`config.mk`:
```
export PLATFORM = sky130hd
export DESIGN_NAME = stream_find_replace
export DESIGN_NICKNAME = d
export VERILOG_FILES = /design/src/hw/rtl/sfr_pkg.sv /design/src/hw/rtl/sfr_window.sv /design/src/hw/rtl/sfr_burst.sv /design/src/hw/rtl/stream_find_replace.sv
export VERILOG_INCLUDE_DIRS = /design/src /design/src/hw/rtl
export SDC_FILE = /design/constraint.sdc
export NUM_CORES = 1
export LEC_CHECK = 0
export ABC_AREA = 1
export BUFFER_PORTS_ARGS = -buffer_cell sky130_fd_sc_hd__buf_4
export CAP_MARGIN = 20
export CORE_MARGIN = 2
export CORE_UTILIZATION = 25
export DETAILED_ROUTE_END_ITERATION = 7
export SLEW_MARGIN = 20
export SYNTH_ARGS = -nofsm -noshare
export SYNTH_HDL_FRONTEND = slang
export SYNTH_SLANG_ARGS = --single-unit
```
`constraint.sdc`:
```
create_clock -name clk -period 6.2 [get_ports clk]
set_input_delay 0.93 -clock clk [delete_from_list [all_inputs] [get_ports clk]]
set_output_delay 0.93 -clock clk [all_outputs]
set_load 0.05 [all_outputs]
```
`src/hw/rtl/assert_macros.svh`:
```
// Assertion helpers shared by the RTL.
`ifndef ASSERT_MACROS_SVH
`define ASSERT_MACROS_SVH

// Same-cycle implication, disabled during reset.
`define ASSERT_IMPL(label, clk, rst_n, pre, post) \
    label: assert property (@(posedge clk) disable iff (!rst_n) (pre) |-> (post)) \
        else $error("assertion failed");

// Next-cycle implication, disabled during reset.
`define ASSERT_NEXT(label, clk, rst_n, pre, post) \
    label: assert property (@(posedge clk) disable iff (!rst_n) (pre) |=> (post)) \
        else $error("assertion failed");

`endif

```
`src/hw/rtl/sfr_pkg.sv`:
```
package sfr_pkg;

    localparam int CNT_W = 4;

    typedef enum logic [1:0] {
        REG_MATCH_PATTERN      = 2'd0,
        REG_PATTERN_LENGTH     = 2'd1,
        REG_REPLACEMENT_TEXT   = 2'd2,
        REG_REPLACEMENT_LENGTH = 2'd3
    } sfr_reg_idx_t;

    typedef struct packed {
        logic [7:0] in_byte;
        logic       end_of_stream;
    } sfr_in_t;

    typedef struct packed {
        logic [7:0] out_byte;
        logic       has_byte;
        logic       run_last;
        logic       stream_done;
    } sfr_out_t;

    // one burst of results produced by one input transaction
    typedef struct packed {
        logic [CNT_W-1:0] count;
        logic             has_byte;
        logic             eos;
    } sfr_burst_ctl_t;

endpackage

```
`src/hw/rtl/sfr_window.sv`:
```
module sfr_window #(
    parameter int MAX_PATTERN_BYTES     = 8,
    parameter int MAX_REPLACEMENT_BYTES = 8,
    parameter int BURST_BYTES           = 8
) (
    input  logic                               clk,
    input  logic                               rst_n,
    input  logic                               fire,
    input  sfr_pkg::sfr_in_t                   item,
    input  logic [MAX_PATTERN_BYTES*8-1:0]     pattern,
    input  logic [3:0]                         pattern_length,
    input  logic [MAX_REPLACEMENT_BYTES*8-1:0] replacement,
    input  logic [3:0]                         replacement_length,
    output logic [BURST_BYTES*8-1:0]           burst_bytes,
    output sfr_pkg::sfr_burst_ctl_t            burst_ctl
);
    import sfr_pkg::*;

    localparam int D = MAX_PATTERN_BYTES;

    logic [D-1:0][7:0] win_reg, win_next;
    logic [CNT_W-1:0]  cnt_reg, cnt_next;

    logic [D-1:0][7:0] pattern_b;
    logic [D-1:0][7:0] w2;
    logic [D-1:0][7:0] w3;
    logic [CNT_W-1:0]  c2;
    logic [CNT_W-1:0]  plen_eff;
    logic [CNT_W-1:0]  rlen_eff;
    logic [D-1:0]      match_ok;
    logic              full;
    logic              hit;

    assign pattern_b = pattern;

    always_comb
    begin
        if (pattern_length == '0)
            plen_eff = CNT_W'(1);
        else if (pattern_length > CNT_W'(MAX_PATTERN_BYTES))
            plen_eff = CNT_W'(MAX_PATTERN_BYTES);
        else
            plen_eff = pattern_length;

        if (replacement_length > CNT_W'(MAX_REPLACEMENT_BYTES))
            rlen_eff = CNT_W'(MAX_REPLACEMENT_BYTES);
        else
            rlen_eff = replacement_length;
    end

    always_comb
    begin
        for (int i = 0; i < D; i++)
        begin
            w2[i]       = (CNT_W'(i) == cnt_reg) ? item.in_byte : win_reg[i];
            match_ok[i] = (CNT_W'(i) >= plen_eff) || (w2[i] == pattern_b[i]);
        end
        w3   = w2 >> 8;
        c2   = cnt_reg + CNT_W'(1);
        full = (c2 >= plen_eff);
        hit  = (c2 == plen_eff) && (&match_ok);
    end

    always_comb
    begin
        burst_ctl.eos      = item.end_of_stream;
        burst_ctl.has_byte = 1'b1;
        if (hit)
        begin
            burst_bytes     = (BURST_BYTES*8)'(replacement);
            burst_ctl.count = rlen_eff;
        end
        else
        begin
            burst_bytes = (BURST_BYTES*8)'(w2);
            if (item.end_of_stream)
                burst_ctl.count = c2;
            else if (full)
                burst_ctl.count = CNT_W'(1);
            else
                burst_ctl.count = '0;
        end
        if (item.end_of_stream && burst_ctl.count == '0)
        begin
            burst_ctl.count    = CNT_W'(1);
            burst_ctl.has_byte = 1'b0;
        end
    end

    always_comb
    begin
        win_next = win_reg;
        cnt_next = cnt_reg;
        if (fire)
        begin
            if (hit || item.end_of_stream)
            begin
                cnt_next = '0;
            end
            else if (full)
            begin
                win_next = w3;
                cnt_next = c2 - CNT_W'(1);
            end
            else
            begin
                win_next = w2;
                cnt_next = c2;
            end
        end
    end

    always_ff @(posedge clk or negedge rst_n)
    begin
        if (!rst_n)
            cnt_reg <= '0;
        else
            cnt_reg <= cnt_next;
    end

    always_ff @(posedge clk)
    begin
        win_reg <= win_next;
    end

endmodule

```
`src/hw/rtl/sfr_burst.sv`:
```
module sfr_burst #(
    parameter int BURST_BYTES = 8
) (
    input  logic                     clk,
    input  logic                     rst_n,
    input  logic                     load,
    input  logic [BURST_BYTES*8-1:0] load_bytes,
    input  sfr_pkg::sfr_burst_ctl_t  load_ctl,
    output logic                     free,
    output logic                     out_valid,
    input  logic                     out_ready,
    output sfr_pkg::sfr_out_t        out_data
);
    import sfr_pkg::*;

    localparam int IDX_W = (BURST_BYTES > 1) ? $clog2(BURST_BYTES) : 1;

    logic                        valid_reg, valid_next;
    logic [IDX_W-1:0]            idx_reg, idx_next;
    logic [BURST_BYTES-1:0][7:0] bytes_reg, bytes_next;
    sfr_burst_ctl_t              ctl_reg, ctl_next;
    logic                        last;
    logic                        take;

    assign last      = (CNT_W'(idx_reg) + CNT_W'(1)) == ctl_reg.count;
    assign take      = valid_reg && out_ready;
    assign free      = !valid_reg || (out_ready && last);
    assign out_valid = valid_reg;

    always_comb
    begin
        out_data.out_byte    = ctl_reg.has_byte ? bytes_reg[idx_reg] : 8'h00;
        out_data.has_byte    = ctl_reg.has_byte;
        out_data.run_last    = last;
        out_data.stream_done = last && ctl_reg.eos;
    end

    always_comb
    begin
        valid_next = valid_reg;
        idx_next   = idx_reg;
        bytes_next = bytes_reg;
        ctl_next   = ctl_reg;
        if (load)
        begin
            valid_next = 1'b1;
            idx_next   = '0;
            bytes_next = load_bytes;
            ctl_next   = load_ctl;
        end
        else if (take && last)
        begin
            valid_next = 1'b0;
        end
        else if (take)
        begin
            idx_next = idx_reg + IDX_W'(1);
        end
    end

    always_ff @(posedge clk or negedge rst_n)
    begin
        if (!rst_n)
        begin
            valid_reg <= 1'b0;
            idx_reg   <= '0;
            ctl_reg   <= '0;
        end
        else
        begin
            valid_reg <= valid_next;
            idx_reg   <= idx_next;
            ctl_reg   <= ctl_next;
        end
    end

    always_ff @(posedge clk)
    begin
        bytes_reg <= bytes_next;
    end

endmodule

```
`src/hw/rtl/stream_find_replace.sv`:
```
// Streaming find-and-replace. Each input transaction is registered, then resolved against
// the pending-byte window combinationally into a burst of 0 to 8 results held in the
// output register, which hands out one result per cycle while out_ready is high. Plain
// bytes stream at one per cycle when the output does not stall; an input that causes
// several results (a replacement or an end-of-stream flush) holds the output register
// until its last result is taken. Configuration writes are taken at any time and are
// meant to happen only while the block is idle.
`include "assert_macros.svh"

module stream_find_replace #(
    parameter int MAX_PATTERN_BYTES     = 8,
    parameter int MAX_REPLACEMENT_BYTES = 8
) (
    input  logic               clk,
    input  logic               rst_n,
    input  logic               in_valid,
    output logic               in_ready,
    input  sfr_pkg::sfr_in_t   in_data,
    output logic               out_valid,
    input  logic               out_ready,
    output sfr_pkg::sfr_out_t  out_data,
    input  logic               cfg_valid,
    output logic               cfg_ready,
    input  logic [1:0]         cfg_index,
    input  logic [63:0]        cfg_data
);
    import sfr_pkg::*;

    localparam int BURST_BYTES = (MAX_PATTERN_BYTES > MAX_REPLACEMENT_BYTES) ?
                                 MAX_PATTERN_BYTES : MAX_REPLACEMENT_BYTES;

    logic [MAX_PATTERN_BYTES*8-1:0]     pattern_reg;
    logic [3:0]                         plen_reg;
    logic [MAX_REPLACEMENT_BYTES*8-1:0] repl_reg;
    logic [3:0]                         rlen_reg;

    logic                  inv_reg, inv_next;
    sfr_in_t               item_reg;
    logic                  burst_free;
    logic                  move;
    logic [BURST_BYTES*8-1:0] burst_bytes;
    sfr_burst_ctl_t        burst_ctl;

    assign cfg_ready = 1'b1;

    always_ff @(posedge clk or negedge rst_n)
    begin
        if (!rst_n)
        begin
            pattern_reg <= '0;
            plen_reg    <= 4'd1;
            repl_reg    <= '0;
            rlen_reg    <= '0;
        end
        else if (cfg_valid && cfg_ready)
        begin
            unique case (sfr_reg_idx_t'(cfg_index))
                REG_MATCH_PATTERN:      pattern_reg <= cfg_data[MAX_PATTERN_BYTES*8-1:0];
                REG_PATTERN_LENGTH:     plen_reg    <= cfg_data[3:0];
                REG_REPLACEMENT_TEXT:   repl_reg    <= cfg_data[MAX_REPLACEMENT_BYTES*8-1:0];
                REG_REPLACEMENT_LENGTH: rlen_reg    <= cfg_data[3:0];
                default:                ;
            endcase
        end
    end

    // input stage
    assign move     = inv_reg && burst_free;
    assign in_ready = !inv_reg || burst_free;

    always_comb
    begin
        if (in_valid && in_ready)
            inv_next = 1'b1;
        else if (move)
            inv_next = 1'b0;
        else
            inv_next = inv_reg;
    end

    always_ff @(posedge clk or negedge rst_n)
    begin
        if (!rst_n)
            inv_reg <= 1'b0;
        else
            inv_reg <= inv_next;
    end

    always_ff @(posedge clk)
    begin
        if (in_valid && in_ready)
            item_reg <= in_data;
    end

    sfr_window #(
        .MAX_PATTERN_BYTES     (MAX_PATTERN_BYTES),
        .MAX_REPLACEMENT_BYTES (MAX_REPLACEMENT_BYTES),
        .BURST_BYTES           (BURST_BYTES)
    ) u_window (
        .clk                (clk),
        .rst_n              (rst_n),
        .fire               (move),
        .item               (item_reg),
        .pattern            (pattern_reg),
        .pattern_length     (plen_reg),
        .replacement        (repl_reg),
        .replacement_length (rlen_reg),
        .burst_bytes        (burst_bytes),
        .burst_ctl          (burst_ctl)
    );

    sfr_burst #(
        .BURST_BYTES (BURST_BYTES)
    ) u_burst (
        .clk        (clk),
        .rst_n      (rst_n),
        .load       (move && (burst_ctl.count != '0)),
        .load_bytes (burst_bytes),
        .load_ctl   (burst_ctl),
        .free       (burst_free),
        .out_valid  (out_valid),
        .out_ready  (out_ready),
        .out_data   (out_data)
    );

    `ASSERT_IMPL(a_done_is_last, clk, rst_n, out_valid && out_data.stream_done,
                 out_data.run_last)
    `ASSERT_IMPL(a_marker_ends_stream, clk, rst_n, out_valid && !out_data.has_byte,
                 out_data.stream_done && out_data.run_last && out_data.out_byte == 8'h00)
    `ASSERT_IMPL(a_move_needs_room, clk, rst_n, move,
                 !out_valid || (out_ready && out_data.run_last))
    `ASSERT_NEXT(a_stalled_item_held, clk, rst_n, inv_reg && !move, inv_reg)

endmodule

```
==> metrics <==
status=complete, no violations; vias in the first global route=12200; Area contributors post-synth=edfxtp_1, dfrtp_1, nand2_1; first-pass detailed-route iteration total=6; syn nets=1948; Internal=5050 uW; dpl ws=1.40 ns; Setup violations, final=0; Peak supply drop=0.383 mV; R2R Path Start=u_window.cnt_reg[0]; Final Hold Viols=0; CTS clk-pin slew, worst paths=0.06 ns; clock sink count=288; initial antenna violation count=0; total of max-cap violations=0; Post-route DRC=0; Mapped Cells=1859; Slew @ Worst Pin=0.998 ns; Die W=247 um; Switch Pwr=3790 uW; placeable core area=58700 um2; number of buffers created by CTS=31; first-pass GRT wire length=70500 um; Cell Area, Synth=14700 um2; Startpoint Class=flop; max-slew violation count=0; #FFs+latches synth=288; Die ar.=60900 um2; Initial Utilization=25.1%; DP HPWL=33200 um; PostCTS Resize Cnt=0; Placed Area=16100 um2; post-synthesis sequential area ratio=53.5%; GRT Util Overall=15.0%; WS Path Type=reg -> reg; H-tree levels=1; pin count of the biggest net entering global routing=129; Nets=1993; largest fanout on the critical path=49; synthesis-to-finish area growth=16.8%; RSZ-0062 raised after global routing=no; Tmin final=4.86 ns; clk_lat worst skew=0.58 ns; DRT Wirelength=45800 um; Synth warnings=0; Leak=0.00800 uW; Sum Neg Setup Slack=0 ns; fmax=206 MHz; relative slew slack=33.5%; via count=12500; site row count=89; cell area after layout=17200 um2; die height=247 um; Mapped Avg Cell Area=7.93 um2; Post-CTS Hold Buffers=0; post-synth top area share=27.9%; crit share post-route=78.4%; CP endpoint kind=flop; clk root buf=clkbuf_16; Max Root-Sink Buffers=3; Port Buffers=92; area leader, netlist=edfxtp_1; HP Class=in -> async; Critical R2R Capture=u_window.cnt_reg[1]; Post-DRT Antenna Nets=0; sw frac=42.9%; Worst EP required=6.69 ns; RePlAce Congestion=0.913; Reg power frac=37.8%; reg-to-reg slack, setup=1.34 ns; clk_skew=0.0155 ns; total grt overflow=0; PD cells=513 nW/um2; total setup buffers inserted after CTS=0; Ports=94; CTS tree=built; first-iteration detailed-routing DRC count=1104; CP Data Arrival Time=5.35 ns; Yosys cell types=34; R2R depth=19; ant diodes=0; Comb pwr share=40.4%; Vias/cell=4.63; layout cells sized above 1=9.34%; Routed WL per cell=16.9 um; final setup margin=1.34 ns; Clock Power Share=21.8%
Yosys cell counts (all sizes together):
library cell  number
nand2            664
o21ai            292
inv              215
dfrtp            150
edfxtp           137
nand3            117
nor2             101
clkbuf            67
nand3b            30
buf               27
nand4             12
a31oi              9
ha                 9
o22ai              8
xor2               6
o211ai             3
xnor2              3
a21oi              2
nor3               2
a211oi             1
and2               1
conb               1
dfstp              1
o21a               1
worst max-delay path by stage:
stage | start | endpoint | slack (ns) | cells after the start
final | u_window.cnt_reg[0] | u_window.cnt_reg[1] | 1.34 | 19
after global routing | u_window.cnt_reg[0] | u_window.cnt_reg[1] | 0.80 | 19
after CTS | u_window.cnt_reg[0] | u_window.win_reg[62] | 1.41 | 17
after detailed placement | u_window.cnt_reg[0] | u_window.cnt_reg[1] | 1.40 | 19
after global placement | u_window.cnt_reg[0] | u_window.win_reg[59] | 1.57 | 17
after floorplan | u_window.cnt_reg[2] | u_window.cnt_reg[0] | 0.97 | 20
critical path, stage by stage (launching register included):
cell     delay, ns
dfrtp_1       0.46
inv_1         0.16
ha_1          0.54
nand3_1       0.52
inv_1         0.33
nand2_1       0.10
nand3_1       0.11
nand2_1       0.06
nand2_1       0.05
nor2_1        0.05
nand2_1       0.13
nand2_1       0.07
nand2_1       0.11
nor2_4        0.06
nand2_2       0.36
inv_2         0.45
nor3_4        0.26
buf_4         0.55
o21ai_0       0.24
o21ai_0       0.14
per-layer routing:
| layer | wire, um | track usage [%] | up-vias |
|---|---|---|---|
| li1 | - | - | 6082 |
| met1 | 20600 | 20.6 | 5911 |
| met2 | 20300 | 23.4 | 411 |
| met3 | 2650 | 1.89 | 93 |
| met4 | 2210 | 7.26 | 0 |
| met5 | 0 | 0 | - |
layout make-up:
class	instances	area, um2
Fill cell	6197	41500
Sequential cell	288	7890
Multi-Input combinational cell	1262	5660
Clock buffer	46	987
Tap cell	773	967
Timing Repair Buffer	106	820
Inverter	215	807
Clock inverter	11	86.3
metrics by stage:
| stage | power [uW] | std cells | hold WS [ns] | utilization, % |
|---|---|---|---|---|
| 2_1_floorplan | 5680 | 1859 | 0.442 | - |
| 3_3_place_gp | 6850 | 2644 | 0.468 | 27.5 |
| 3_5_place_dp | 6920 | 2644 | 0.477 | 27.5 |
| 4_1_cts | 8860 | 2701 | 0.448 | 29.3 |
| 5_1_grt | 9420 | 2701 | 0.480 | 29.3 |
| 6_report | 8840 | 2701 | 0.410 | 29.3 |
cells in the final DEF (no fill, tap or decap), types with 2 or more instances in the layout:
cell type  synthesis  layout
clkbuf_1          67       4
clkinv_2           0       5
o211ai_1           3       3
nor2_2             4       5
clkbuf_8           0       7
xnor2_1            3       3
ha_1               9       9
edfxtp_1         137     137
buf_6              1       3
nand4_1           12      12
clkbuf_16          0      35
o22ai_1            8       8
nand2_2            6       7
inv_1            211     211
nand3_1          116     114
inv_4              0       3
dfrtp_1          150     150
nand2_1          658     657
o21ai_0          289     289
buf_4             10     102
nor2_1            96      95
a31oi_1            9       9
xor2_1             6       6
nand3_4            0       2
o21ai_1            3       3
inv_2              4       4
nand3b_1          30      30
a21oi_1            2       2
power by group through the flow:
stage	Clock, uW	Combinational [uW]	Sequential, uW
floorplan	0	2540	3140
global placement	0	3480	3370
detailed placement	0	3550	3370
CTS	1960	3560	3340
global route	2040	3990	3400
finish	1930	3570	3340
kinds of logic (layout without fill, tap and decap cells):
kind of cell | Yosys count | in the layout | share of synthesized area [%]
buffers and inverters | 309 | 378 | 8.29
adder cells (fa/ha/maj) | 9 | 9 | 0.764
other | 1 | 1 | 0.0254
flip-flops | 288 | 288 | 53.5
AO/OA/AOI/OAI | 316 | 316 | 11.0
XOR/XNOR | 9 | 9 | 0.535
AND/OR/NAND/NOR | 927 | 927 | 25.9
Note: power is estimated with default switching activity, not from simulation.
